<file path="src/design/masr_ram.sv">
`default_nettype none
// ----------------------------------------------------------------------------
// masr_ram
// Generic single-port synchronous RAM with a registered read.
// ----------------------------------------------------------------------------
module masr_ram #(
   parameter int WIDTH = 16,
   parameter int DEPTH = 72
) (
   input  wire logic                     clock,
   input  wire logic                     we,
   input  wire logic [$clog2(DEPTH)-1:0] addr,
   input  wire logic [WIDTH-1:0]         wdata,
   output logic      [WIDTH-1:0]         rdata
);

   logic [WIDTH-1:0] mem_ff [DEPTH];
   logic [WIDTH-1:0] rdata_ff;

   always_ff @(posedge clock) begin
      if (we) begin
         mem_ff[addr] <= wdata;
      end
      rdata_ff <= mem_ff[addr];
   end

   assign rdata = rdata_ff;

endmodule
`default_nettype wire

</file>
<file path="config.mk">
export PLATFORM = sky130hd
export DESIGN_NAME = masr_ram
export DESIGN_NICKNAME = d
export VERILOG_FILES = /design/src/design/masr_ram.sv
export SDC_FILE = /design/constraint.sdc
export NUM_CORES = 1
export LEC_CHECK = 0
export BUFFER_PORTS_ARGS = -buffer_cell sky130_fd_sc_hd__clkbuf_2
export CORE_MARGIN = 4
export CORE_UTILIZATION = 25
export DETAILED_ROUTE_END_ITERATION = 10
export GPL_TIMING_DRIVEN = 1
export HOLD_SLACK_MARGIN = 0.05
export SYNTH_ARGS = -nofsm -noshare
export SYNTH_HDL_FRONTEND = slang
export SYNTH_SLANG_ARGS = --single-unit
</file>
<file path="constraint.sdc">
create_clock -name clock -period 4.6 [get_ports clock]
set_input_delay 0.92 -clock clock [delete_from_list [all_inputs] [get_ports clock]]
set_output_delay 0.92 -clock clock [all_outputs]
set_load 0.02 [all_outputs]
</file>
==> reports/metrics.yaml <==
gp_congestion: 0.877
grt_pass1_vias: 24200
switching_share_pct: 22.4
rsz0062_at_grt: "no"
grt_pass1_wl_um: 188000
final_util_pct: 29.6
yosysUniqueCellTypes: 60
ir_worst_vdd_mv: 0.316
drt_first_pass_iters: 8
nNetsFinal: 2565
min_period_ns: 3.57
hp-class: "register to register"
detail_route.wl_per_cell_um: 26.8
cts_tree: "yes"
setup-tns-final_ns: 0
cts_made_buffers: 111
yosysWarnings: 0
syn-cell-area_mm2: 0.0447
grt-ovfl-total: 0
dieArea_mm2: 0.186
crit_arrival_ns: 4.07
ys_seq_area_share_pct: 78.1
clock_skew_ns: 0.0317
combinationalPowerShare_pct: 5.9
tightestPinTransition_ns: 1.39
grtUsageTotal_pct: 13.9
core_mm2: 0.177
cp-end-kind: "register"
p_seq_share_pct: 53.7
crit_chain: "buf_8 > buf_12 > mux4_2 > mux2_2 > nand2_1 > o21ai_0 > o21ai_0 > o311ai_0"
synth.largest_area_cell: "edfxtp_1"
rows: 154
slew_headroom_pct: 7.39
finalCritPeriodShare_pct: 77.6
die_w_um: 431
cts_sinks: 1168
cts-resized-gates: 0
crit_type: "primary input to register"
post-dp-hpwl_um: 82700
setup_viol: 0
finalHoldViolCount: 0
ys_seq_elements: 1168
critPathLaunch: "addr[0]"
cts_root_buf: "clkbuf_16"
p_leak_uw: 0.0164
clk_latency_ns: 0.72
async_flop_share_pct: 0
cp_num_buf_inv: 2
drive_gt1_share_pct: 23.6
avgSynthCellArea_um2: 19.1
grt_antenna_before_repair: 7
synth_edf_count: 1152
drt-vias-per-instance: 5.01
synthTopCellsByArea: "edfxtp_1 (77%), mux4_2 (5.7%), mux2i_1 (3.1%), a221oi_1 (2.6%), mux2_2 (1.8%)"
totalWireLength_um: 133000
outcome: "finished clean"
p_int_uw: 17000
post-cts-setup-buffers: 0
syn2layout_area_growth_pct: 17.3
cts_buffer_depth: 3
io_buffers: 40
synth_top_cell_area_share_pct: 77.3
drc: 0
initial_utilization_pct: 25.3
maxSlewViolCount: 0
reg2reg_setup_slack_ns: 1.95
synthCells: 2340
htreeDepth: 3
die_y_um: 431
cap_violations: 0
cp_top_family: "compound AO/OA/AOI/OAI gates"
cp_max_fo: 57
ant_nets: 0
holdBufCountCts: 0
required_ns: 5.10
hp-start: "mem_ff[61][13]"
clk_pin_slew_ns: 0.07
worst_setup_path_start_kind: "primary input"
p_switching_uw: 4910
grt_max_degree: 73
ios: 41
p_clk_share_pct: 40.4
crit-reg2reg-launch: "mem_ff[28][7]"
path_common_cell: "o21ai_0"
cpPeakStageDelay_ns: 0.76
fmax_mhz: 280
via_count: 24900
synth_top_flop_cell: "edfxtp_1"
drt-initial-drc-count: 3096
cp_slowest_cell: "o21ai_0"
powerDensity_mw_per_mm2: 418
synth_fp_nets: 2365
[routing by layer]
layer  vias to the layer above  global-route usage, %  wire (um)
met3                       273                   2.67      11400
met2                      1298                   21.6      61500
li1                      10200                      -          -
met1                     13200                   19.1      54400
met4                         0                   5.76       5900
met5                         -                      0          0
[final timing paths]
kind	to	cells after the start
setup / recovery	rdata[7]	8
hold / removal	rdata[13]	4
setup reg to reg	rdata[7]	6
hold reg to reg	rdata[13]	4
[power groups by stage]
stage,Sequential [uW],Combinational [uW],Clock (uW)
after CTS,11800,1270,9000
final,11800,1280,8870
after global routing,11800,1340,9480
after floorplan,12000,587,0
after global placement,12000,1260,0
after detailed placement,12000,1270,0
[stage by stage]
stage | total power [uW] | hold WS [ns] | cell area, um2 | cells | setup slack (ns)
2_1_floorplan | 12600 | 0.577 | 44700 | 2340 | 1.04
3_5_place_dp | 13300 | 0.687 | 48900 | 4767 | 0.350
5_1_grt | 22600 | 0.812 | 52400 | 4975 | 0.756
4_1_cts | 22100 | 0.753 | 52400 | 4973 | 1.09
6_report | 21900 | 0.757 | 52400 | 4976 | 1.03
3_3_place_gp | 13300 | 0.679 | 48900 | 4767 | 0.446
[cell type report]
| cell class | instances | area, um2 |
|---|---|---|
| Fill cell | 17100 | 125000 |
| Sequential cell | 1168 | 34900 |
| Multi-Input combinational cell | 1019 | 9210 |
| Clock buffer | 145 | 2970 |
| Tap cell | 2340 | 2930 |
| Timing Repair Buffer | 233 | 1850 |
| Clock inverter | 61 | 541 |
| Inverter | 7 | 28.8 |
| Antenna cell | 3 | 7.51 |
[cell usage after synthesis, drive strengths merged (4+ instances only)]
cell type  instances
a2111oi            9
a211oi            14
a21oi             44
a221oi           135
a22o              14
a22oi             38
a31oi             10
a32oi              5
buf               93
clkbuf            53
dfxtp             16
edfxtp          1152
inv                4
mux2              70
mux2i            138
mux4             113
nand2             73
nand2b             4
nand3             13
nor2             120
nor2b              9
nor3              11
o2111ai            4
o211ai             5
o21ai             60
o221ai             9
o22a               7
o22ai             65
[flip-flops by register name, summed over array words and instances (netlist names)]
register,count
mem_ff,1152
rdata,16
[tightest hold or removal path, cell delays in order (launching register included)]
cell	delay, ns
edfxtp_1	0.32
a22oi_1	0.07
nand4_1	0.13
nand3_1	0.10
nand3_1	0.09
[placed cells by master (no fill, tap or decap), types with 6 or more instances in the layout]
cell,instances
a2111oi_0,9
a211oi_1,14
a21oi_1,44
a221oi_1,135
a22o_1,14
a22oi_1,38
a31oi_1,10
buf_12,14
buf_4,179
bufinv_16,6
clkbuf_1,28
clkbuf_16,111
clkbuf_2,37
clkbuf_8,6
clkinv_1,27
clkinv_2,20
dfxtp_1,16
edfxtp_1,1152
mux2_2,70
mux2i_1,138
mux4_2,113
nand2_1,73
nand3_1,13
nor2_1,88
nor2_2,31
nor3_1,7
o21ai_0,60
o221ai_1,9
o22a_1,7
o22ai_1,65
[cells by family after synthesis]
| family | after synthesis | synth area share, % |
|---|---|---|
| flip-flops | 1168 | 78.1 |
| AO/OA/AOI/OAI | 449 | 7.37 |
| multiplexers | 321 | 10.5 |
| buffers and inverters | 153 | 1.65 |
| AND/OR/NAND/NOR | 249 | 2.38 |
(Power assumes the default switching activity.)
