File: config.mk
export PLATFORM = sky130hd
export DESIGN_NAME = masr_seq
export DESIGN_NICKNAME = d
export VERILOG_FILES = /design/src/design/masr_pkg.sv /design/src/design/masr_seq.sv
export SDC_FILE = /design/constraint.sdc
export NUM_CORES = 1
export LEC_CHECK = 0
export BUFFER_PORTS_ARGS = -buffer_cell sky130_fd_sc_hd__buf_2
export CAP_MARGIN = 30
export CORE_ASPECT_RATIO = 1.1
export CORE_MARGIN = 1
export CORE_UTILIZATION = 55
export CTS_CLUSTER_SIZE = 12
export DETAILED_ROUTE_END_ITERATION = 10
export HOLD_SLACK_MARGIN = 0.02
export PLACE_DENSITY = 0.79
export SYNTH_ARGS = -nofsm -noshare
export SYNTH_HDL_FRONTEND = slang
export SYNTH_SLANG_ARGS = --single-unit
export TNS_END_PERCENT = 1
File: constraint.sdc
create_clock -name clock -period 6.55 [get_ports clock]
set_input_delay 1.31 -clock clock [delete_from_list [all_inputs] [get_ports clock]]
set_output_delay 1.31 -clock clock [all_outputs]
set_load 0.005 [all_outputs]
File: src/design/masr_pkg.sv
`default_nettype none
// ----------------------------------------------------------------------------
// masr_pkg
// Shared sizes, codes and types for the masked SAD nearest-row search.
// ----------------------------------------------------------------------------
package masr_pkg;

   localparam int ROWS      = 8192;
   localparam int ANGLES    = 72;
   localparam int DIST_BITS = 16;

   localparam int ROW_BITS        = 13;
   localparam int ANGLE_BITS      = 7;
   localparam int COUNT_BITS      = 14;
   localparam int SUM_BITS        = 24;
   localparam int KIND_BITS       = 2;
   localparam int CSR_ADDR_BITS   = 2;
   localparam int CSR_DATA_BITS   = 24;
   localparam int TABLE_DEPTH     = ROWS * ANGLES;
   localparam int TABLE_ADDR_BITS = $clog2(TABLE_DEPTH);
   localparam int QUERY_ADDR_BITS = $clog2(ANGLES);

   localparam logic [SUM_BITS-1:0] SUM_MAX         = {SUM_BITS{1'b1}};
   localparam logic [SUM_BITS-1:0] ERROR_LIMIT_RST = SUM_BITS'(12800000);

   // Request kinds
   localparam logic [KIND_BITS-1:0] KIND_TABLE_WRITE = 2'd0;
   localparam logic [KIND_BITS-1:0] KIND_QUERY_WRITE = 2'd1;
   localparam logic [KIND_BITS-1:0] KIND_SEARCH      = 2'd2;

   // Configuration register indexes
   localparam logic [CSR_ADDR_BITS-1:0] CSR_FIRST_ANGLE = 2'd0;
   localparam logic [CSR_ADDR_BITS-1:0] CSR_END_ANGLE   = 2'd1;
   localparam logic [CSR_ADDR_BITS-1:0] CSR_ROW_COUNT   = 2'd2;
   localparam logic [CSR_ADDR_BITS-1:0] CSR_ERROR_LIMIT = 2'd3;

   typedef struct packed {
      logic                valid;
      logic                first;
      logic                last;
      logic [ROW_BITS-1:0] row;
      logic                present;
   } masr_tag_type;

   typedef struct packed {
      logic         start;
      logic         empty_win;
      logic         no_rows;
      masr_tag_type tag;
   } masr_ctl_type;

   typedef struct packed {
      logic                found;
      logic [SUM_BITS-1:0] best_error;
      logic [ROW_BITS-1:0] best_row;
   } masr_result_type;

endpackage
`default_nettype wire

File: src/design/masr_seq.sv
`default_nettype none
// ----------------------------------------------------------------------------
// masr_seq
// Request handling, memory addressing and search sequencing.
// ----------------------------------------------------------------------------
module masr_seq import masr_pkg::*; (
   input  wire logic                       clock,
   input  wire logic                       reset,
   input  wire logic                       req_valid,
   output logic                            req_ready,
   input  wire logic [KIND_BITS-1:0]       req_kind,
   input  wire logic [ROW_BITS-1:0]        req_row,
   input  wire logic [ANGLE_BITS-1:0]      req_angle,
   input  wire logic                       req_present,
   input  wire logic [ANGLE_BITS-1:0]      first_angle,
   input  wire logic [ANGLE_BITS-1:0]      end_angle,
   input  wire logic [COUNT_BITS-1:0]      row_count,
   input  wire logic                       acc_busy,
   input  wire masr_result_type            acc_result,
   input  wire logic                       rsp_ready,
   output logic                            rsp_valid,
   output masr_result_type                 rsp_data,
   output logic                            table_we,
   output logic [TABLE_ADDR_BITS-1:0]      table_addr,
   output logic                            query_we,
   output logic [QUERY_ADDR_BITS-1:0]      query_addr,
   output masr_ctl_type                    ctl
);

   typedef enum logic [1:0] {ST_IDLE, ST_RUN, ST_DRAIN, ST_DONE} state_type;

   state_type                  state_ff, state_in;
   logic [ANGLES-1:0]          present_ff, present_in;
   logic [ROW_BITS-1:0]        row_ff, row_in;
   logic [ROW_BITS-1:0]        last_row_ff, last_row_in;
   logic [ANGLE_BITS-1:0]      angle_ff, angle_in;
   logic [ANGLE_BITS-1:0]      lo_ff, lo_in;
   logic [ANGLE_BITS-1:0]      hi_ff, hi_in;
   logic [TABLE_ADDR_BITS-1:0] base_ff, base_in;
   logic                       rsp_valid_ff, rsp_valid_in;
   masr_result_type            rsp_data_ff, rsp_data_in;

   logic                  accept;
   logic                  angle_ok;
   logic                  run;
   logic                  row_end;
   logic [ANGLE_BITS-1:0] hi_w;
   logic [COUNT_BITS-1:0] rows_w;
   logic                  empty_win;
   logic                  no_rows;

   always_comb begin
      accept    = req_valid && (state_ff == ST_IDLE);
      angle_ok  = req_angle < ANGLE_BITS'(ANGLES);
      run       = (state_ff == ST_RUN);
      row_end   = (angle_ff + ANGLE_BITS'(1)) == hi_ff;
      hi_w      = (end_angle < ANGLE_BITS'(ANGLES)) ? end_angle : ANGLE_BITS'(ANGLES);
      rows_w    = (row_count > COUNT_BITS'(ROWS)) ? COUNT_BITS'(ROWS) : row_count;
      empty_win = first_angle >= hi_w;
      no_rows   = (row_count == '0);

      table_we   = accept && (req_kind == KIND_TABLE_WRITE) && angle_ok;
      query_we   = accept && (req_kind == KIND_QUERY_WRITE) && angle_ok;
      table_addr = run ? (base_ff + TABLE_ADDR_BITS'(angle_ff))
                       : (TABLE_ADDR_BITS'(req_row) * TABLE_ADDR_BITS'(ANGLES)
                          + TABLE_ADDR_BITS'(req_angle));
      query_addr = run ? angle_ff[QUERY_ADDR_BITS-1:0] : req_angle[QUERY_ADDR_BITS-1:0];

      ctl.start       = accept && (req_kind == KIND_SEARCH);
      ctl.empty_win   = empty_win;
      ctl.no_rows     = no_rows;
      ctl.tag.valid   = run;
      ctl.tag.first   = (angle_ff == lo_ff);
      ctl.tag.last    = row_end;
      ctl.tag.row     = row_ff;
      ctl.tag.present = present_ff[angle_ff[QUERY_ADDR_BITS-1:0]];

      state_in     = state_ff;
      present_in   = present_ff;
      row_in       = row_ff;
      last_row_in  = last_row_ff;
      angle_in     = angle_ff;
      lo_in        = lo_ff;
      hi_in        = hi_ff;
      base_in      = base_ff;
      rsp_valid_in = rsp_valid_ff && !rsp_ready;
      rsp_data_in  = rsp_data_ff;

      case (state_ff)
         ST_IDLE: begin
            if (query_we) begin
               present_in[req_angle[QUERY_ADDR_BITS-1:0]] = req_present;
            end
            if (ctl.start) begin
               lo_in       = first_angle;
               hi_in       = hi_w;
               angle_in    = first_angle;
               row_in      = '0;
               base_in     = '0;
               last_row_in = ROW_BITS'(rows_w - COUNT_BITS'(1));
               state_in    = (no_rows || empty_win) ? ST_DONE : ST_RUN;
            end
         end
         ST_RUN: begin
            if (row_end) begin
               angle_in = lo_ff;
               if (row_ff == last_row_ff) begin
                  state_in = ST_DRAIN;
               end else begin
                  row_in  = row_ff + ROW_BITS'(1);
                  base_in = base_ff + TABLE_ADDR_BITS'(ANGLES);
               end
            end else begin
               angle_in = angle_ff + ANGLE_BITS'(1);
            end
         end
         ST_DRAIN: begin
            if (!acc_busy) begin
               state_in = ST_DONE;
            end
         end
         ST_DONE: begin
            if (!rsp_valid_ff || rsp_ready) begin
               rsp_valid_in = 1'b1;
               rsp_data_in  = acc_result;
               state_in     = ST_IDLE;
            end
         end
         default: begin
            state_in = ST_IDLE;
         end
      endcase
   end

   always_ff @(posedge clock) begin
      if (reset) begin
         state_ff     <= ST_IDLE;
         present_ff   <= '0;
         rsp_valid_ff <= 1'b0;
      end else begin
         state_ff     <= state_in;
         present_ff   <= present_in;
         rsp_valid_ff <= rsp_valid_in;
      end
      row_ff      <= row_in;
      last_row_ff <= last_row_in;
      angle_ff    <= angle_in;
      lo_ff       <= lo_in;
      hi_ff       <= hi_in;
      base_ff     <= base_in;
      rsp_data_ff <= rsp_data_in;
   end

   assign req_ready = (state_ff == ST_IDLE);
   assign rsp_valid = rsp_valid_ff;
   assign rsp_data  = rsp_data_ff;

endmodule
`default_nettype wire

==> qor.yml, run 1 <==
yosys:
  synth.avg_cell_area_um2: 9.64
  synthArstFlopShare_pct: 0
  netlist_area_um2: 10400
  synth.most_common_cell: "nand2_1"
  synth_top_area_share_pct: 29.4
  yosysTopAreaCell: "edfxtp_1"
  synth_seq_cells: 177
  ys_warn_count: 0
  synth_edf_count: 102
  syn_nets: 1220
  synth_ff_type: "edfxtp_1"
  ys_seq_area_share_pct: 43.8
  synthTopCellsByArea: "edfxtp_1, dfxtp_1, ha_1, mux4_2, nand2_1"
  yosys-top-cells-count: "nand2_1, nor2_1, edfxtp_1"
  yosysUniqueCellTypes: 67
  syn-instance-count: 1080
drt:
  wl_met1_mm: 10.5
  num_vias: 8826
  dr_wl_met2_mm: 12.9
  postRouteAntennaNets: 0
  dr.max_layer_used: "met4"
  met3_wirelength_mm: 2.17
  wire_per_inst_um: 17.7
  drt-pass1-iter-count: 6
  wirelength_mm: 26.4
  viasPerCell: 5.93
  drtIter0Drc: 904
  drc: 0
sta:
  layout_setup_ws_ns: 0.534
  fin_crit_sh_pct: 91.9
  setup_viol: 0
  drv_slew: 0
  rsz0062_at_grt: "false"
  hold_ws_ns: 0.454
  min_period_ns: 6.02
  fin_tns_setup_ns: 0
  fin_skew_ns: 0.00966
  worst_pin_slew_ns: 1.00
  slew_headroom_pct: 33.1
  fmax_mhz: 166
  hold_viol_final: 0
floorplanning:
  fp.dieH_um: 146
  ioPinCount: 183
  core_um2: 18500
  dieArea_um2: 19500
  num_rows: 52
  die_w_um: 133
  start_util_pct: 56.3
final_layout:
  fin_nets: 1373
  syn2layout_area_growth_pct: 16.6
  final_util_pct: 65.7
  drive_gt1_share_pct: 22.5
  stdcell_count: 1489
  regArea_um2: 4560
  fillers: 1459
  postLayoutCellArea_um2: 12100
  multi_input_area_um2: 5410
clocking:
  clock_latency_ns: 0.44
  clk_pin_slew_ns: 0.07
  postCtsSetupBuffers: 0
  htree_levels: 4
  cts_buffer_depth: 2
  cts_inserted_buffers: 17
  root_buffer: "clkbuf_16"
  cts_sinks: 177
  cts_hold_buf: 0
  cts_resized: 0
  tritoncts: "done"
place:
  gp_congestion: 0.912
  dp_cells: 1455
  dp_slack_ns: 0.603
  dpl.hpwl_mm: 18.8
  io_buffer_count: 182
  dpl_cell_area_um2: 11500
global_route:
  grt_pass1_vias: 8551
  grt_pass1_wl_mm: 42.6
  globalRouteOverflowTotal: 0
  grt_start_max_net_pins: 76
  antenna_found_initial: 1
  track_usage_pct: 27.5
critical_path:
  cp-end-kind: "output port"
  crit_type: "in -> out"
  cp.arrival_ns: 4.71
  worstSetupStartpointType: "input port"
  reg2regPathDepth: 10
  critPathRequiredTime_ns: 5.24
  worstPathMaxFanout: 4
run_status:
  status: "finished, final reports clean"
run:
  maxCapViolCount: 0
power:
  pwr_density_cell_nw_per_um2: 329
  p_leak_nw: 4.78
  max-vdd-ir-drop_mv: 0.211
  total_power_mw: 3.99
min_path:
  whs_path_depth: 2
  hold_class: "reg -> reg"
layout by cell type, fill, tap and decap left out, types with 35 or more instances in the layout:
master and n:
nand2_1 121, edfxtp_1 102, xor2_1 35, xnor2_1 47, o21ai_0 79, nand4_1 37, dfxtp_1 75, a21oi_1 89
buf_2 182, nor2_1 114, ha_1 43
sequential cells by signal, summed over array words and instances, names as in the netlist:
name         cells
angle_ff         7
base_ff         17
hi_ff            7
last_row_ff     13
lo_ff            7
present_ff      72
row_ff          13
rsp_data        38
rsp_valid        1
state_ff         2
area by class of cell:
cell class                 count  area share [%]
antenna                        1          0.0206
clock buffer                  17            3.50
clock inverter                14            1.68
inverter                      35            1.08
multi-input combinational    803            44.6
sequential                   177            37.6
tap                          243            2.50
timing repair buffer         199            9.00
kinds of logic (layout without fill, tap and decap cells):
| kind of cell | after synthesis | count (layout) | synth area share [%] |
|---|---|---|---|
| buf+inv | 100 | 265 | 4.30 |
| fa+ha+maj | 46 | 46 | 5.75 |
| other cells | 0 | 1 | 0 |
| xor+xnor | 86 | 86 | 7.70 |
| mux | 61 | 61 | 8.59 |
| flops | 177 | 177 | 43.8 |
| simple gates | 395 | 395 | 18.1 |
| compound gates | 215 | 215 | 11.7 |
where the power goes:
part	internal (mW)	switching, mW	leakage, nW
sequential	1.40	0.218	1.54
combinational	0.551	0.723	2.92
clock	0.645	0.456	0.310
total	2.59	1.40	4.78
final timing paths:
kind / slack (ns) / from / end
setup reg to reg: 3.15 / angle_ff[0]$_DFFE_PP_ / base_ff[18]$_SDFFCE_PN0P_
setup / recovery: 0.53 / req_row[1] / table_addr[17]
hold reg to reg: 0.45 / present_ff[58]$_SDFFE_PP0P_ / present_ff[58]$_SDFFE_PP0P_
hold / removal: 0.45 / present_ff[58]$_SDFFE_PP0P_ / present_ff[58]$_SDFFE_PP0P_
critical path, stage by stage:
cell,delay (ns)
buf_2,0.12
ha_1,0.29
ha_1,0.24
fa_1,0.46
xnor2_2,0.22
a2111oi_0,0.49
o211ai_1,0.30
nor4b_4,0.42
nand2_2,0.10
or4b_1,0.48
o211ai_1,0.12
buf_2,0.15
per-layer routing:
layer / vias to the layer above / GRT usage [%]
li1: 4172 / -
met1: 4140 / 34.5
met2: 441 / 46.5
met3: 73 / 5.24
met4: 0 / 11.5
met5: - / 0
(Power assumes the default switching activity.)
==> run 2, diff against run 1 <==
--- a/config.mk
+++ b/config.mk
@@ -5,7 +5,7 @@
 export SDC_FILE = /design/constraint.sdc
 export NUM_CORES = 1
 export LEC_CHECK = 0
-export BUFFER_PORTS_ARGS = -buffer_cell sky130_fd_sc_hd__buf_2
+export BUFFER_PORTS_ARGS = -buffer_cell sky130_fd_sc_hd__clkbuf_2
 export CAP_MARGIN = 30
 export CORE_ASPECT_RATIO = 1.1
 export CORE_MARGIN = 1
==> run 2 against run 1 <==
Compared with the run above:
- sequential share of layout area up 0.32 points
- flip-flop and latch count did not move
- critical path depth stayed put
- combinational power hardly changed
- count of clock-buffer cells in the layout stayed put
- non-clock buffer count shrank 4
- clock power decreased by 7%
- clock skew is 0.0014 ns lower
- global-route usage rose by 0.11 points
- sequential power about the same
==> qor.yml, run 2 (synthesis results as in run 1) <==
sta:
  min_period_ns: 5.95  # -0.0660 ns
  hold_viol_final: 0  # unchanged
  fmax_mhz: 168  # +1.1%
  setup_viol: 0  # unchanged
  slew_headroom_pct: 28.3  # -4.8 points
  rsz0062_at_grt: "false"
  drv_slew: 0  # unchanged
  fin_crit_sh_pct: 90.8  # -1.0 points
  fin_skew_ns: 0.00826  # -0.00140 ns
  fin_tns_setup_ns: 0  # unchanged
  worst_pin_slew_ns: 1.07  # +0.0657 ns
clocking:
  clk_pin_slew_ns: 0.07  # about the same
  cts_sinks: 177  # unchanged
  postCtsSetupBuffers: 0  # unchanged
  cts_hold_buf: 0  # unchanged
  htree_levels: 4  # unchanged
  cts_buffer_depth: 2  # unchanged
  clock_latency_ns: 0.44  # about the same
  root_buffer: "clkbuf_16"
  tritoncts: "done"
  cts_inserted_buffers: 17  # unchanged
  cts_resized: 0  # unchanged
global_route:
  grt_start_max_net_pins: 76  # unchanged
  antenna_found_initial: 0  # -1
  grt_pass1_vias: 8475  # -0.89%
  grt_pass1_wl_mm: 42.5  # -0.13%
  track_usage_pct: 27.6  # +0.11 points
  globalRouteOverflowTotal: 0  # unchanged
critical_path:
  worstSetupStartpointType: "input port"
  cp-end-kind: "output port"
  crit_type: "in -> out"
  cp.arrival_ns: 4.64  # -0.07 ns
  critPathRequiredTime_ns: 5.24  # about the same
  r2r_start: "angle_ff[0]$_DFFE_PP_"
  crit_start: "req_row[1]"
  worstPathMaxFanout: 4  # unchanged
drt:
  wirelength_mm: 26.1  # -0.96%
  num_vias: 8810  # -0.18%
  postRouteAntennaNets: 0  # unchanged
  wire_per_inst_um: 17.6  # -0.70%
  viasPerCell: 5.93  # about the same
  drt-pass1-iter-count: 6  # unchanged
  drc: 0  # unchanged
  drtIter0Drc: 891  # -1.4%
min_path:
  hold_class: "reg -> reg"
  min_from: "present_ff[42]$_SDFFE_PP0P_"
power:
  swShare_pct: 35.9  # +0.94 points
  total_power_mw: 3.91  # -2.1%
  pwr-share-clk_pct: 26.2  # -1.4 points
  p_sw_mw: 1.40  # +0.52%
  max-vdd-ir-drop_mv: 0.204  # -3.6%
  pwr_density_cell_nw_per_um2: 325  # -1.3%
  p_seq_share_pct: 41.5  # +1.0 points
  p_leak_nw: 4.75  # -0.56%
  p_int_mw: 2.50  # -3.5%
  combPwrFrac_pct: 32.3  # +0.4 points
place:
  io_buffer_count: 182  # unchanged
  gp_congestion: 0.909  # -0.43%
  dp_cells: 1453  # -0.14%
  dpl.hpwl_mm: 18.7  # -0.71%
floorplanning:
  core_um2: 18500  # unchanged
  die_w_um: 133  # unchanged
  fp.dieH_um: 146  # unchanged
  ioPinCount: 183  # unchanged
  num_rows: 52  # unchanged
  dieArea_um2: 19500  # unchanged
  start_util_pct: 56.3  # unchanged
final_layout:
  final_common_cell: "clkbuf_2"
  n_antenna_cell: 0  # -1
  drive_gt1_share_pct: 22.3  # -0.19 points
  layout_common_cells: "clkbuf_2, nand2_1, nor2_1, edfxtp_1, a21oi_1"
  max_flop_register: "present_ff"
  final_util_pct: 65.1  # -0.56 points
  largest_reg_flops: 72  # unchanged
  stdcell_count: 1485  # -0.27%
  fin_nets: 1369  # -0.29%
  fillers: 1521  # +4.2%
  syn2layout_area_growth_pct: 15.6
run:
  maxCapViolCount: 0  # unchanged
run_status:
  status: "finished, final reports clean"
run 2: changes by cell type in the layout (fill, tap and decap cells not counted), sizes merged:
cell / delta
clkbuf: +181
clkinvlp: +2
buf: -185
diode: -1
inv: +1
bufinv: -2
run 2: critical path, cell delays in order:
cell and delay (ns):
clkbuf_2 0.12, ha_1 0.30, ha_1 0.24, fa_1 0.45, xnor2_2 0.20, a2111oi_0 0.45, o211ai_1 0.30, nor4b_4 0.42
nand2_2 0.11, or4b_1 0.47, o211ai_1 0.10, clkbuf_2 0.16
run 2: stage by stage:
stage	hold WS, ns	cell area (um2)	worst slack, ns
floorplan	0.433	10400	1.22
global placement	0.441	11400	0.794
detailed placement	0.448	11500	0.611
CTS	0.457	12000	0.612
global route	0.485	12000	0.358
finish	0.457	12000	0.600
run 2: metal layers:
layer,vias to the layer above,track usage (%),share of wire [%]
li1,4179,-,-
met1,4207,34.6,42
met2,368,46.8,49
met3,56,4.62,6.3
met4,0,12.3,2.9
met5,-,0,0
run 2: power groups by stage:
| stage | combinational [mW] | clock (mW) | sequential, mW |
|---|---|---|---|
| final | 1.26 | 1.02 | 1.62 |
| after global routing | 1.38 | 1.07 | 1.64 |
| after CTS | 1.26 | 1.03 | 1.61 |
| after detailed placement | 1.25 | 0 | 1.64 |
| after global placement | 1.20 | 0 | 1.64 |
| after floorplan | 0.896 | 0 | 1.55 |
run 2: final timing paths:
check | slack, ns | endpoint | cells past startpoint
worst min-delay path | 0.46 | present_ff[42]$_SDFFE_PP0P_ | 2
worst max register to register | 2.89 | base_ff[19]$_SDFFCE_PN0P_ | 10
worst max-delay path | 0.60 | table_addr[17] | 12
worst min register to register | 0.46 | present_ff[42]$_SDFFE_PP0P_ | 2
run 2: area by class of cell:
cell class / instances / area, um2 / share of cell area, %
Timing Repair Buffer: 195 / 1040 / 8.65
Clock buffer: 17 / 425 / 3.53
Clock inverter: 15 / 155 / 1.29
Multi-Input combinational cell: 803 / 5410 / 45.0
Tap cell: 243 / 304 / 2.53
Inverter: 35 / 131 / 1.09
Sequential cell: 177 / 4560 / 37.9
