File: config.mk
export PLATFORM = sky130hd
export DESIGN_NAME = masr_acc
export DESIGN_NICKNAME = d
export VERILOG_FILES = /design/src/design/masr_pkg.sv /design/src/design/masr_acc.sv
export SDC_FILE = /design/constraint.sdc
export NUM_CORES = 1
export LEC_CHECK = 0
export BUFFER_PORTS_ARGS = -buffer_cell sky130_fd_sc_hd__buf_2
export CORE_ASPECT_RATIO = 0.5
export CORE_MARGIN = 5
export CORE_UTILIZATION = 61
export CTS_CLUSTER_DIAMETER = 40
export DETAILED_ROUTE_END_ITERATION = 7
export HOLD_SLACK_MARGIN = 0.05
export PLACE_DENSITY = 0.85
export SYNTH_ARGS = -nofsm -noshare
export SYNTH_HDL_FRONTEND = slang
export SYNTH_SLANG_ARGS = --single-unit
File: constraint.sdc
create_clock -name clock -period 7.64 [get_ports clock]
set_input_delay 0.764 -clock clock [delete_from_list [all_inputs] [get_ports clock]]
set_output_delay 0.764 -clock clock [all_outputs]
set_load 0.01 [all_outputs]
File: src/design/masr_pkg.sv
`default_nettype none
// ----------------------------------------------------------------------------
// masr_pkg
// Shared sizes, codes and types for the masked SAD nearest-row search.
// ----------------------------------------------------------------------------
package masr_pkg;

   localparam int ROWS      = 8192;
   localparam int ANGLES    = 72;
   localparam int DIST_BITS = 16;

   localparam int ROW_BITS        = 13;
   localparam int ANGLE_BITS      = 7;
   localparam int COUNT_BITS      = 14;
   localparam int SUM_BITS        = 24;
   localparam int KIND_BITS       = 2;
   localparam int CSR_ADDR_BITS   = 2;
   localparam int CSR_DATA_BITS   = 24;
   localparam int TABLE_DEPTH     = ROWS * ANGLES;
   localparam int TABLE_ADDR_BITS = $clog2(TABLE_DEPTH);
   localparam int QUERY_ADDR_BITS = $clog2(ANGLES);

   localparam logic [SUM_BITS-1:0] SUM_MAX         = {SUM_BITS{1'b1}};
   localparam logic [SUM_BITS-1:0] ERROR_LIMIT_RST = SUM_BITS'(12800000);

   // Request kinds
   localparam logic [KIND_BITS-1:0] KIND_TABLE_WRITE = 2'd0;
   localparam logic [KIND_BITS-1:0] KIND_QUERY_WRITE = 2'd1;
   localparam logic [KIND_BITS-1:0] KIND_SEARCH      = 2'd2;

   // Configuration register indexes
   localparam logic [CSR_ADDR_BITS-1:0] CSR_FIRST_ANGLE = 2'd0;
   localparam logic [CSR_ADDR_BITS-1:0] CSR_END_ANGLE   = 2'd1;
   localparam logic [CSR_ADDR_BITS-1:0] CSR_ROW_COUNT   = 2'd2;
   localparam logic [CSR_ADDR_BITS-1:0] CSR_ERROR_LIMIT = 2'd3;

   typedef struct packed {
      logic                valid;
      logic                first;
      logic                last;
      logic [ROW_BITS-1:0] row;
      logic                present;
   } masr_tag_type;

   typedef struct packed {
      logic         start;
      logic         empty_win;
      logic         no_rows;
      masr_tag_type tag;
   } masr_ctl_type;

   typedef struct packed {
      logic                found;
      logic [SUM_BITS-1:0] best_error;
      logic [ROW_BITS-1:0] best_row;
   } masr_result_type;

endpackage
`default_nettype wire

File: src/design/masr_acc.sv
`default_nettype none
// ----------------------------------------------------------------------------
// masr_acc
// Difference, saturating row accumulation and running minimum.
// ----------------------------------------------------------------------------
module masr_acc import masr_pkg::*; (
   input  wire logic                 clock,
   input  wire logic                 reset,
   input  wire masr_ctl_type         ctl,
   input  wire logic [DIST_BITS-1:0] table_rdata,
   input  wire logic [DIST_BITS-1:0] query_rdata,
   input  wire logic [SUM_BITS-1:0]  error_limit,
   output logic                      busy,
   output masr_result_type           result
);

   masr_tag_type         s1_ff, s1_in;
   logic                 s2_valid_ff, s2_first_ff, s2_last_ff;
   logic [ROW_BITS-1:0]  s2_row_ff;
   logic [DIST_BITS-1:0] diff_ff, diff_in;
   logic                 s3_valid_ff, s3_last_ff;
   logic [ROW_BITS-1:0]  s3_row_ff;
   logic [SUM_BITS-1:0]  sum_ff, sum_in;
   logic [SUM_BITS-1:0]  best_err_ff, best_err_in;
   logic [ROW_BITS-1:0]  best_row_ff, best_row_in;
   logic                 hit_ff, hit_in;
   logic [SUM_BITS:0]    sum_wide;
   logic [SUM_BITS-1:0]  sum_base;

   always_comb begin
      s1_in = ctl.tag;

      // Absent query entries contribute nothing.
      if (!s1_ff.present) begin
         diff_in = '0;
      end else if (query_rdata >= table_rdata) begin
         diff_in = query_rdata - table_rdata;
      end else begin
         diff_in = table_rdata - query_rdata;
      end

      sum_base = s2_first_ff ? '0 : sum_ff;
      sum_wide = {1'b0, sum_base} + (SUM_BITS+1)'(diff_ff);
      sum_in   = sum_ff;
      if (s2_valid_ff) begin
         sum_in = (sum_wide >= {1'b0, SUM_MAX}) ? SUM_MAX : sum_wide[SUM_BITS-1:0];
      end

      best_err_in = best_err_ff;
      best_row_in = best_row_ff;
      hit_in      = hit_ff;
      if (ctl.start) begin
         best_err_in = error_limit;
         best_row_in = '0;
         hit_in      = 1'b0;
         // With an empty window every row sums to zero, so row 0 wins.
         if (!ctl.no_rows && ctl.empty_win && error_limit != '0) begin
            best_err_in = '0;
            hit_in      = 1'b1;
         end
      end else if (s3_valid_ff && s3_last_ff && sum_ff < best_err_ff) begin
         best_err_in = sum_ff;
         best_row_in = s3_row_ff;
         hit_in      = 1'b1;
      end
   end

   always_ff @(posedge clock) begin
      if (reset) begin
         s1_ff       <= '0;
         s2_valid_ff <= 1'b0;
         s3_valid_ff <= 1'b0;
         hit_ff      <= 1'b0;
      end else begin
         s1_ff       <= s1_in;
         s2_valid_ff <= s1_ff.valid;
         s3_valid_ff <= s2_valid_ff;
         hit_ff      <= hit_in;
      end
      s2_first_ff <= s1_ff.first;
      s2_last_ff  <= s1_ff.last;
      s2_row_ff   <= s1_ff.row;
      diff_ff     <= diff_in;
      s3_last_ff  <= s2_last_ff;
      s3_row_ff   <= s2_row_ff;
      sum_ff      <= sum_in;
      best_err_ff <= best_err_in;
      best_row_ff <= best_row_in;
   end

   assign busy              = s1_ff.valid | s2_valid_ff | s3_valid_ff;
   assign result.found      = hit_ff;
   assign result.best_error = best_err_ff;
   assign result.best_row   = best_row_ff;

endmodule
`default_nettype wire

==> results of run 1 <==
## worst reg2reg max path: cells and delay by family (launching register included)
family          cells  cell delay [ns]
compound gates      5             1.32
fa+ha+maj           2             0.66
flops               1             0.90
simple gates        3             0.77
## metrics by stage
stage | worst slack (ns) | util, %
after floorplan | 4.48 | -
after global placement | 3.90 | 69.0
after detailed placement | 3.79 | 69.0
after CTS | 3.70 | 74.2
after global routing | 3.39 | 74.2
final | 3.70 | 74.2
## synthesized netlist by cell type, types with 2 or more instances
master / n / area (µm²)
sky130_fd_sc_hd__inv_1: 85 / 319
sky130_fd_sc_hd__dfxtp_1: 78 / 1560
sky130_fd_sc_hd__ha_1: 70 / 876
sky130_fd_sc_hd__nand2_1: 66 / 248
sky130_fd_sc_hd__nor2_1: 55 / 206
sky130_fd_sc_hd__o21ai_0: 49 / 245
sky130_fd_sc_hd__edfxtp_1: 48 / 1440
sky130_fd_sc_hd__a21o_1: 25 / 188
sky130_fd_sc_hd__a21oi_1: 25 / 125
sky130_fd_sc_hd__nor2b_1: 25 / 156
sky130_fd_sc_hd__mux2i_1: 21 / 210
sky130_fd_sc_hd__xnor2_1: 20 / 175
sky130_fd_sc_hd__and2_1: 16 / 100
sky130_fd_sc_hd__clkbuf_1: 13 / 48.8
sky130_fd_sc_hd__nand2b_1: 11 / 68.8
sky130_fd_sc_hd__nand4_1: 9 / 56.3
sky130_fd_sc_hd__o21a_1: 9 / 67.6
sky130_fd_sc_hd__buf_2: 8 / 40.0
sky130_fd_sc_hd__nand3_1: 8 / 40.0
sky130_fd_sc_hd__nor3_1: 8 / 40.0
sky130_fd_sc_hd__nor4_1: 8 / 50.1
sky130_fd_sc_hd__xor2_1: 8 / 70.1
sky130_fd_sc_hd__a211oi_1: 6 / 45.0
sky130_fd_sc_hd__a31oi_1: 6 / 37.5
sky130_fd_sc_hd__a21boi_0: 4 / 30.0
sky130_fd_sc_hd__mux2_2: 4 / 45.0
sky130_fd_sc_hd__o211ai_1: 4 / 30.0
sky130_fd_sc_hd__or2_2: 4 / 25.0
sky130_fd_sc_hd__a211o_1: 3 / 26.3
sky130_fd_sc_hd__a21oi_2: 3 / 26.3
sky130_fd_sc_hd__fa_1: 3 / 60.1
sky130_fd_sc_hd__o21bai_1: 3 / 22.5
sky130_fd_sc_hd__or3_1: 3 / 18.8
sky130_fd_sc_hd__buf_6: 2 / 22.5
sky130_fd_sc_hd__o22ai_1: 2 / 12.5
sky130_fd_sc_hd__o2bb2ai_1: 2 / 17.5
sky130_fd_sc_hd__o31a_1: 2 / 17.5
## area by class of cell
class,instances,area [µm²]
timing repair buffer,116,581
multi-input combinational,504,3580
fill,752,2860
clock buffer,17,425
clock inverter,15,160
inverter,85,319
tap,145,181
sequential,126,3000
## power groups by stage
stage	combinational, mW	sequential (mW)	clock, mW
finish	0.317	0.764	0.786
global route	0.355	0.768	0.829
CTS	0.315	0.764	0.793
detailed placement	0.309	0.778	0
global placement	0.300	0.776	0
floorplan	0.229	0.774	0
## layer usage
layer  track usage, %  wire [µm]
met5                0          0
met4             7.60        258
met3             4.18        862
met2             39.7       7490
met1             29.8       7000
## registers in the layout, indices dropped and copies added (netlist names), 13 cells and up
name and flops:
s1_ff 17, best_err_ff 24, s2_row_ff 13, sum_ff 24, diff_ff 16, best_row_ff 13
s3_row_ff 13
## layout by cell type (no fill, tap or decap), types with 3 or more instances in the layout
master	instances
sky130_fd_sc_hd__buf_2	116
sky130_fd_sc_hd__inv_1	85
sky130_fd_sc_hd__dfxtp_1	78
sky130_fd_sc_hd__ha_1	70
sky130_fd_sc_hd__nand2_1	66
sky130_fd_sc_hd__nor2_1	55
sky130_fd_sc_hd__o21ai_0	49
sky130_fd_sc_hd__edfxtp_1	48
sky130_fd_sc_hd__a21o_1	25
sky130_fd_sc_hd__a21oi_1	25
sky130_fd_sc_hd__nor2b_1	25
sky130_fd_sc_hd__mux2i_1	21
sky130_fd_sc_hd__xnor2_1	20
sky130_fd_sc_hd__clkbuf_16	17
sky130_fd_sc_hd__and2_1	16
sky130_fd_sc_hd__nand2b_1	11
sky130_fd_sc_hd__o21a_1	9
sky130_fd_sc_hd__nand4_1	9
sky130_fd_sc_hd__nor3_1	8
sky130_fd_sc_hd__nor4_1	8
sky130_fd_sc_hd__nand3_1	8
sky130_fd_sc_hd__xor2_1	8
sky130_fd_sc_hd__a31oi_1	6
sky130_fd_sc_hd__a211oi_1	6
sky130_fd_sc_hd__inv_8	6
sky130_fd_sc_hd__inv_6	6
sky130_fd_sc_hd__o211ai_1	4
sky130_fd_sc_hd__or2_2	4
sky130_fd_sc_hd__a21boi_0	4
sky130_fd_sc_hd__mux2_2	4
sky130_fd_sc_hd__a211o_1	3
sky130_fd_sc_hd__or3_1	3
sky130_fd_sc_hd__a21oi_2	3
sky130_fd_sc_hd__o21bai_1	3
sky130_fd_sc_hd__fa_1	3
## cells by family after synthesis
logic type               Yosys count  share of synthesized area, %
flip-flops                       126                          42.8
adder cells (fa/ha/maj)           73                          13.3
buffers and inverters            109                          6.24
AO/OA/AOI/OAI                    161                          15.6
AND/OR/NAND/NOR                  217                          14.9
multiplexers                      25                          3.63
XOR/XNOR                          28                          3.49
## worst max path at each step
stage | startpoint | end | slack, ns | cells past startpoint
finish | s2_first_ff$_DFF_P_ | sum_ff[21]$_SDFFCE_PP1P_ | 3.70 | 10
global route | s2_first_ff$_DFF_P_ | sum_ff[15]$_SDFFCE_PP1P_ | 3.39 | 10
CTS | s2_first_ff$_DFF_P_ | sum_ff[21]$_SDFFCE_PP1P_ | 3.70 | 10
detailed placement | s2_first_ff$_DFF_P_ | sum_ff[21]$_SDFFCE_PP1P_ | 3.79 | 10
global placement | s2_first_ff$_DFF_P_ | sum_ff[15]$_SDFFCE_PP1P_ | 3.90 | 10
floorplan | s2_first_ff$_DFF_P_ | sum_ff[10]$_SDFFCE_PP1P_ | 4.48 | 13
==> results.sh, run 1 <==
export IMPL_outcome="complete, no violations"
export IMPL_tritoncts_num_sinks=126
export IMPL_route_antenna_remaining_nets=0
export IMPL_routed_via_density=5.47
export IMPL_worst_skew_pair_late_latency_ns=0.42
export IMPL_finalClockSkew_ns=0.00851
export IMPL_finalWorstPathRequiredPeriod_ns=3.94
export IMPL_vias_in_the_first_global_route=5484
export IMPL_layout_cells_non_filler=1008
export IMPL_grt_remaining_overflow=0
export IMPL_postRouteWirelength_um=15600
export IMPL_cts_reportedPaths_clkPinSlew_ns=0.07
export IMPL_start_util_pct=63.2
export IMPL_num_nets_final=1001
export IMPL_routed_vias=5513
export IMPL_post_drt_wl_per_cell_um=15.5
export IMPL_reg2reg_to="sum_ff[21]$_SDFFCE_PP1P_"
export IMPL_drc=0
export IMPL_report_final_slew_viol_count=0
export IMPL_mappedNetlistArea_um2=7020
export IMPL_power_density_nw_per_um2=226
export IMPL_cell_internal_pwr_mw=1.32
export IMPL_place_port_buffers=116
export IMPL_ff2ff_path_depth=10
export IMPL_post_layout_total_power_mw=1.87
export IMPL_syn_inst=739
export IMPL_final_design_area_no_fill_um2=8250
export IMPL_worst_ir_drop_vdd_mv=0.169
export IMPL_synth_nets=890
export IMPL_startpoint_of_the_most_critical_hold_path="s2_row_ff[2]$_DFF_P_"
export IMPL_setup_repair_after_global_routing_missed_its_margin="false"
export IMPL_min_to="s3_row_ff[2]$_DFF_P_"
export IMPL_die_w_um=162
export IMPL_worst_path_max_fanout=26
export IMPL_clock_tree_from_tritoncts="yes"
export IMPL_clock_tree_htree_level_count=4
export IMPL_cp_cell_sequence="nor2_1 > ha_1 > fa_1 > a21oi_1 > nor2_1 > o21ai_0 > o221ai_1 > a21o_1 > nand4_1 > o21ai_0"
export IMPL_count_of_endpoints_failing_setup_in_the_final_report=0
export IMPL_timing_final_crit_share_pct=51.6
export IMPL_post_synth_cell_area_avg_um2=9.50
export IMPL_reg_to_reg_critical_path_startpoint="s2_first_ff$_DFF_P_"
export IMPL_gp_congestion=0.889
export IMPL_core_area_um2=11100
export IMPL_grt_pass1_wl_um=25900
export IMPL_yosys_warnings=0
export IMPL_hold_buffers=0
export IMPL_design_die_area_um2=13900
export IMPL_synth_edf_count=48
export IMPL_worst_endpoint_required_ns=7.76
export IMPL_hold_class="flop to flop"
export IMPL_timing_hold_violations_final=0
export IMPL_crit_buf_inv=0
export IMPL_crit_path_end_kind="flop"
export IMPL_critPathMaxStageDelay_ns=0.90
export IMPL_area_growth_synth_to_final_pct=17.5
export IMPL_yosys_cell_types_count=60
export IMPL_arrival_ns=4.07
export IMPL_cts_setup_buffers=0
export IMPL_critical_path_slowest_cell="sky130_fd_sc_hd__dfxtp_1"
export IMPL_grtUsageTotal_pct=23.1
export IMPL_r2r_setup_slack_ns=3.70
export IMPL_cts_root_buf="sky130_fd_sc_hd__clkbuf_16"
export IMPL_worst_pin_slew_ns=1.22
export IMPL_worstSetupPathType="flop to flop"
export IMPL_placed_cell_area_um2=7660
export IMPL_ratio_of_cells_with_drive_above_1_in_the_final_layout_pct=19.5
export IMPL_maxClockFrequency_ghz=0.254
export IMPL_cts_repair_resize_count=0
export IMPL_place_inst=976
export IMPL_hold_slack_ns=0.322
export IMPL_design_portCount=117
export IMPL_cap_viol_max_count=0
export IMPL_insertedDiodeCount=0
export IMPL_switchingPower_mw=0.544
export IMPL_cts_max_path_bufs=2
export IMPL_start_kind="flop"
export IMPL_number_of_cts_inserted_buffers=17
export IMPL_crit_family="compound AO/OA/AOI/OAI gates"
export IMPL_power_share_combinational_pct=17.0
export IMPL_clkPwrFrac_pct=42.1
export IMPL_ys_async_sr_fraction_pct=0
export IMPL_detailedRoute_firstIterationViolations=307
export IMPL_grt_start_max_net_pins=41
export IMPL_drt_pass1_iterations=5
export IMPL_power_switching_share_pct=29.1
export IMPL_yosys_register_bits=126
export IMPL_num_rows=27
export IMPL_initial_antenna_violation_count=0
export IMPL_dp_final_hpwl_um=11400
export IMPL_chipHeight_um=85.9
export IMPL_leakage_nw=4.07
export IMPL_synth_yosys_seq_area_share_pct=42.8
export IMPL_power_sequential_fraction_pct=40.9
export IMPL_timing_max_slew_rel_slack_pct=18.6
export IMPL_synth_top_flop_cell="sky130_fd_sc_hd__dfxtp_1"
export IMPL_totalNegativeSetupSlack_ns=0
export IMPL_whs_path_depth=0
(Power assumes the default switching activity.)
==> run 2: changes to the inputs <==
CORE_UTILIZATION = 51   (was 61)
PLACE_DENSITY = 0.76   (was 0.85)
clock period = 3.35 ns   (was 7.64 ns; I/O delays follow)
==> results.sh, run 2 (synthesis results as in run 1) <==
export IMPL_post_layout_total_power_mw=4.36
export IMPL_ratio_of_cells_with_drive_above_1_in_the_final_layout_pct=20.5
export IMPL_timing_max_slew_rel_slack_pct=47.8
export IMPL_design_die_area_um2=16400
export IMPL_route_antenna_remaining_nets=0
export IMPL_cp_endpoint="sum_ff[15]$_SDFFCE_PP1P_"
export IMPL_post_drt_wl_per_cell_um=14.5
export IMPL_largest_registers="best_err_ff x24, sum_ff x24, s1_ff x17"
export IMPL_number_of_cts_inserted_buffers=17
export IMPL_worst_endpoint_required_ns=3.50
export IMPL_grtUsageTotal_pct=19.4
export IMPL_r2r_setup_slack_ns=0.39
export IMPL_maxClockFrequency_ghz=0.338
export IMPL_place_port_buffers=116
export IMPL_cts_reportedPaths_clkPinSlew_ns=0.06
export IMPL_timing_hold_violations_final=0
export IMPL_cap_viol_max_count=0
export IMPL_finalWorstPathRequiredPeriod_ns=2.96
export IMPL_grt_start_max_net_pins=27
export IMPL_die_w_um=176
export IMPL_commonest_non_fill_non_tap_cell_in_the_layout="sky130_fd_sc_hd__buf_2"
export IMPL_cts_repair_resize_count=0
export IMPL_dp_final_hpwl_um=11700
export IMPL_routed_vias=5462
export IMPL_setup_repair_after_global_routing_missed_its_margin="false"
export IMPL_worstSetupPathType="flop to flop"
export IMPL_initial_antenna_violation_count=0
export IMPL_crit_path_end_kind="flop"
export IMPL_clock_tree_from_tritoncts="yes"
export IMPL_power_density_nw_per_um2=518
export IMPL_chipHeight_um=93.0
export IMPL_clock_tree_htree_level_count=4
export IMPL_worst_pin_slew_ns=0.763
export IMPL_grt_pass1_wl_um=25800
export IMPL_tritoncts_num_sinks=126
export IMPL_area_growth_synth_to_final_pct=19.7
export IMPL_leakage_nw=4.14
export IMPL_drt_pass1_iterations=5
export IMPL_arrival_ns=3.11
export IMPL_drc=0
export IMPL_n_fill_cell=1097
export IMPL_worst_skew_pair_late_latency_ns=0.41
export IMPL_hold_class="input pin to flop"
export IMPL_worst_path_max_fanout=18
export IMPL_totalNegativeSetupSlack_ns=0
export IMPL_outcome="complete, no violations"
export IMPL_layout_cells_non_filler=1050
export IMPL_critPathLaunch="s2_first_ff$_DFF_P_"
export IMPL_finalClockSkew_ns=0.00866
export IMPL_start_kind="flop"
export IMPL_design_portCount=117
export IMPL_cts_max_path_bufs=2
export IMPL_postRouteWirelength_um=15200
export IMPL_cts_setup_buffers=0
export IMPL_routed_via_density=5.20
export IMPL_reg_to_reg_critical_path_startpoint="s2_first_ff$_DFF_P_"
export IMPL_cts_root_buf="sky130_fd_sc_hd__clkbuf_16"
export IMPL_core_area_um2=13500
export IMPL_grt_remaining_overflow=0
export IMPL_count_of_endpoints_failing_setup_in_the_final_report=0
export IMPL_commonest_cells_after_routing_fill_and_taps_aside="sky130_fd_sc_hd__buf_2 (116), sky130_fd_sc_hd__inv_1 (85), sky130_fd_sc_hd__dfxtp_1 (78)"
export IMPL_hold_buffers=0
export IMPL_final_critical_path_setup_slack_ns=0.387
export IMPL_place_ws_ns=0.294
export IMPL_timing_final_crit_share_pct=88.4
export IMPL_detailedRoute_firstIterationViolations=279
export IMPL_report_final_slew_viol_count=0
export IMPL_gp_congestion=0.842
export IMPL_num_rows=30
export IMPL_finalCoreUtilization_pct=62.2
export IMPL_ff2ff_path_depth=11
export IMPL_insertedDiodeCount=0
export IMPL_reg2reg_to="sum_ff[15]$_SDFFCE_PP1P_"
export IMPL_place_inst=1018
export IMPL_worst_ir_drop_vdd_mv=0.332
export IMPL_start_util_pct=52.0
export IMPL_vias_in_the_first_global_route=5528
export IMPL_num_nets_final=1012
run 2: stage by stage:
| step | hold slack, ns | cell area, µm² |
|---|---|---|
| 2_1_floorplan | 0.310 | 7020 |
| 3_3_place_gp | 0.310 | 7790 |
| 3_5_place_dp | 0.312 | 7790 |
| 4_1_cts | 0.120 | 8400 |
| 5_1_grt | 0.128 | 8400 |
| 6_report | 0.138 | 8400 |
run 2: worst min-delay path by stage:
stage | start | end | slack, ns | depth (start not counted)
floorplan | s1_ff[15]$_SDFF_PP0_ | s2_first_ff$_DFF_P_ | 0.31 | 0
global placement | s1_ff[2]$_SDFF_PP0_ | s2_row_ff[1]$_DFF_P_ | 0.31 | 0
detailed placement | s2_row_ff[4]$_DFF_P_ | s3_row_ff[4]$_DFF_P_ | 0.31 | 0
CTS | ctl[1] | s1_ff[1]$_SDFF_PP0_ | 0.12 | 2
global route | ctl[1] | s1_ff[1]$_SDFF_PP0_ | 0.13 | 2
finish | ctl[1] | s1_ff[1]$_SDFF_PP0_ | 0.14 | 2
run 2: area by class of cell:
cell class | instances | area, µm² | area share (%)
repair buffers | 127 | 663 | 7.89
clock buffers | 17 | 425 | 5.06
flip-flops and latches | 126 | 3000 | 35.7
well taps | 176 | 220 | 2.62
clock inverters | 15 | 191 | 2.28
inverters | 85 | 319 | 3.80
multi-input cells | 504 | 3580 | 42.6
run 2: critical path: stages (launching register included):
cell,delay (ns)
sky130_fd_sc_hd__dfxtp_1,0.47
sky130_fd_sc_hd__buf_4,0.23
sky130_fd_sc_hd__nor2_1,0.07
sky130_fd_sc_hd__ha_1,0.34
sky130_fd_sc_hd__a21o_1,0.21
sky130_fd_sc_hd__a21o_1,0.18
sky130_fd_sc_hd__a211oi_1,0.25
sky130_fd_sc_hd__o221ai_1,0.18
sky130_fd_sc_hd__a21o_1,0.29
sky130_fd_sc_hd__nand4_1,0.13
sky130_fd_sc_hd__buf_4,0.23
sky130_fd_sc_hd__o21ai_0,0.11
run 2: layer usage:
| metal | vias to the layer above | share of wire, % | track usage [%] |
|---|---|---|---|
| met1 | 2497 | 46 | 24.7 |
| li1 | 2797 | - | - |
| met5 | - | 0 | 0 |
| met2 | 151 | 48 | 34.1 |
| met4 | 0 | 1.2 | 5.51 |
| met3 | 17 | 4.8 | 3.55 |
run 2: report_power, final:
group	internal [mW]	total (mW)	leakage, nW	switching [mW]
Clock	1.14	1.88	0.304	0.743
Combinational	0.330	0.742	2.73	0.412
Sequential	1.69	1.73	1.11	0.0395
Total	3.16	4.36	4.14	1.19
==> run 3: changes to the inputs <==
ABC_AREA = 0   (was not set)
CORE_UTILIZATION = 53   (was 51)
CTS_BUF_LIST = sky130_fd_sc_hd__clkbuf_8   (was not set)
PLACE_DENSITY = 0.79   (was 0.76)
==> results.sh, run 3 (synthesis results as in run 1) <==
export IMPL_totalNegativeSetupSlack_ns=0
export IMPL_commonest_cells_after_routing_fill_and_taps_aside="sky130_fd_sc_hd__buf_2 (116), sky130_fd_sc_hd__inv_1 (85), sky130_fd_sc_hd__dfxtp_1 (78)"
export IMPL_cap_viol_max_count=0
export IMPL_report_final_slew_viol_count=0
export IMPL_crit_buf_inv=0
export IMPL_ratio_of_cells_with_drive_above_1_in_the_final_layout_pct=20.2
export IMPL_start_util_pct=54.8
export IMPL_leakage_nw=4.03
export IMPL_start_kind="flop"
export IMPL_drc=0
export IMPL_post_layout_total_power_mw=3.76
export IMPL_num_nets_final=1009
export IMPL_hold_class="input pin to flop"
export IMPL_critical_path_slowest_cell="sky130_fd_sc_hd__a2111oi_2"
export IMPL_cts_repair_resize_count=0
export IMPL_routed_vias=5522
export IMPL_maxClockFrequency_ghz=0.326
export IMPL_worst_pin_slew_ns=0.651
export IMPL_postRouteWirelength_um=15200
export IMPL_cts_reportedPaths_clkPinSlew_ns=0.09
export IMPL_worst_ir_drop_vdd_mv=0.359
export IMPL_worst_endpoint_required_ns=3.53
export IMPL_area_growth_synth_to_final_pct=16.4
export IMPL_worstSetupPathType="flop to flop"
export IMPL_core_area_um2=12800
export IMPL_grtUsageTotal_pct=19.3
export IMPL_place_port_buffers=116
export IMPL_gp_congestion=0.924
export IMPL_design_die_area_um2=15800
export IMPL_critPathMaxStageDelay_ns=0.56
export IMPL_met2_wirelength_um=7130
export IMPL_routed_via_density=5.30
export IMPL_finalClockSkew_ns=0.0134
export IMPL_num_rows=29
export IMPL_insertedDiodeCount=0
export IMPL_timing_hold_violations_final=0
export IMPL_switchingPower_mw=1.18
export IMPL_cp_cell_sequence="nor2_1 > ha_1 > a21o_1 > a21oi_1 > a32oi_1 > a2111oi_2 > o21bai_1 > nand3_1 > xnor2_1 > o21ai_0"
export IMPL_power_switching_share_pct=31.4
export IMPL_power_share_combinational_pct=19.6
export IMPL_outcome="complete, no violations"
export IMPL_hold_buffers=0
export IMPL_routedLengthMet1_um=7030
export IMPL_design_portCount=117
export IMPL_crit_path_end_kind="flop"
export IMPL_worst_path_max_fanout=12
export IMPL_clock_tree_htree_level_count=4
export IMPL_crit_family="compound AO/OA/AOI/OAI gates"
export IMPL_number_of_cts_inserted_buffers=17
export IMPL_dp_final_hpwl_um=11800
export IMPL_chipHeight_um=91.4
export IMPL_setup_repair_after_global_routing_missed_its_margin="false"
export IMPL_met3WireLength_um=810
export IMPL_grt_pass1_wl_um=25400
export IMPL_timing_final_crit_share_pct=91.5
export IMPL_drt_pass1_iterations=5
export IMPL_route_antenna_remaining_nets=0
export IMPL_cts_root_buf="sky130_fd_sc_hd__clkbuf_8"
export IMPL_top_signal_layer_used="met4"
export IMPL_place_ws_ns=0.338
export IMPL_count_of_endpoints_failing_setup_in_the_final_report=0
export IMPL_vias_in_the_first_global_route=5422
export IMPL_cell_internal_pwr_mw=2.58
export IMPL_initial_antenna_violation_count=0
export IMPL_detailedRoute_firstIterationViolations=218
export IMPL_grt_start_max_net_pins=41
export IMPL_finalWorstPathRequiredPeriod_ns=3.06
export IMPL_final_critical_path_setup_slack_ns=0.286
export IMPL_power_sequential_fraction_pct=46.0
export IMPL_tritoncts_num_sinks=126
export IMPL_die_w_um=173
export IMPL_power_density_nw_per_um2=460
export IMPL_worst_skew_pair_late_latency_ns=0.45
export IMPL_commonest_non_fill_non_tap_cell_in_the_layout="sky130_fd_sc_hd__buf_2"
export IMPL_largest_registers="best_err_ff x24, sum_ff x24, s1_ff x17"
export IMPL_clkPwrFrac_pct=34.4
export IMPL_arrival_ns=3.25
export IMPL_clock_tree_from_tritoncts="yes"
export IMPL_grt_remaining_overflow=0
export IMPL_cts_setup_buffers=0
export IMPL_cts_max_path_bufs=2
export IMPL_timing_max_slew_rel_slack_pct=55.5
export IMPL_post_drt_wl_per_cell_um=14.6
[run 3: cell types whose count changed in the layout (fill, tap and decap cells not counted), sizes merged]
cell      previous run  this run
clkinvlp             0         1
clkinv               3         6
bufinv               2         0
inv                 95        93
buf                127       124
[run 3: cell type report]
| type | count | area (µm²) |
|---|---|---|
| Clock inverter | 15 | 170 |
| Inverter | 85 | 319 |
| Timing Repair Buffer | 124 | 653 |
| Clock buffer | 17 | 234 |
| Tap cell | 170 | 213 |
| Sequential cell | 126 | 3000 |
| Fill cell | 1040 | 4640 |
| Multi-Input combinational cell | 504 | 3580 |
[run 3: power by group through the flow]
stage | registers (mW) | clock network [mW] | logic, mW
floorplan | 1.77 | 0 | 0.522
global placement | 1.76 | 0 | 0.705
detailed placement | 1.77 | 0 | 0.729
CTS | 1.73 | 1.31 | 0.736
global route | 1.74 | 1.39 | 0.830
finish | 1.73 | 1.29 | 0.739
[run 3: worst paths after layout]
check / slack [ns] / end / startpoint / depth (start not counted)
setup / recovery: 0.29 / sum_ff[21]$_SDFFCE_PP1P_ / s2_first_ff$_DFF_P_ / 10
hold / removal: 0.08 / s1_ff[10]$_SDFF_PP0_ / ctl[10] / 2
setup reg to reg: 0.29 / sum_ff[21]$_SDFFCE_PP1P_ / s2_first_ff$_DFF_P_ / 10
hold reg to reg: 0.33 / s2_row_ff[4]$_DFF_P_ / s1_ff[5]$_SDFF_PP0_ / 0
[run 3: worst register-to-register path: stages, from the launching register on]
cell,delay (ns)
sky130_fd_sc_hd__dfxtp_1,0.54
sky130_fd_sc_hd__nor2_1,0.10
sky130_fd_sc_hd__ha_1,0.35
sky130_fd_sc_hd__a21o_1,0.20
sky130_fd_sc_hd__a21oi_1,0.21
sky130_fd_sc_hd__a32oi_1,0.26
sky130_fd_sc_hd__a2111oi_2,0.56
sky130_fd_sc_hd__o21bai_1,0.22
sky130_fd_sc_hd__nand3_1,0.16
sky130_fd_sc_hd__xnor2_1,0.13
sky130_fd_sc_hd__o21ai_0,0.09
[run 3: per-stage QoR]
step | area [µm²] | utilization, % | cells | hold slack (ns)
floorplan | 7020 | - | 739 | 0.310
global placement | 7770 | 60.7 | 1009 | 0.310
detailed placement | 7770 | 60.7 | 1009 | 0.312
CTS | 8170 | 63.8 | 1041 | 0.0588
global route | 8170 | 63.8 | 1041 | 0.0736
finish | 8170 | 63.8 | 1041 | 0.0847
[run 3: metal layers]
metal / vias up / global-route usage (%)
met5: - / 0
li1: 2779 / -
met1: 2542 / 25.5
met3: 29 / 3.78
met2: 172 / 32.0
met4: 0 / 6.93
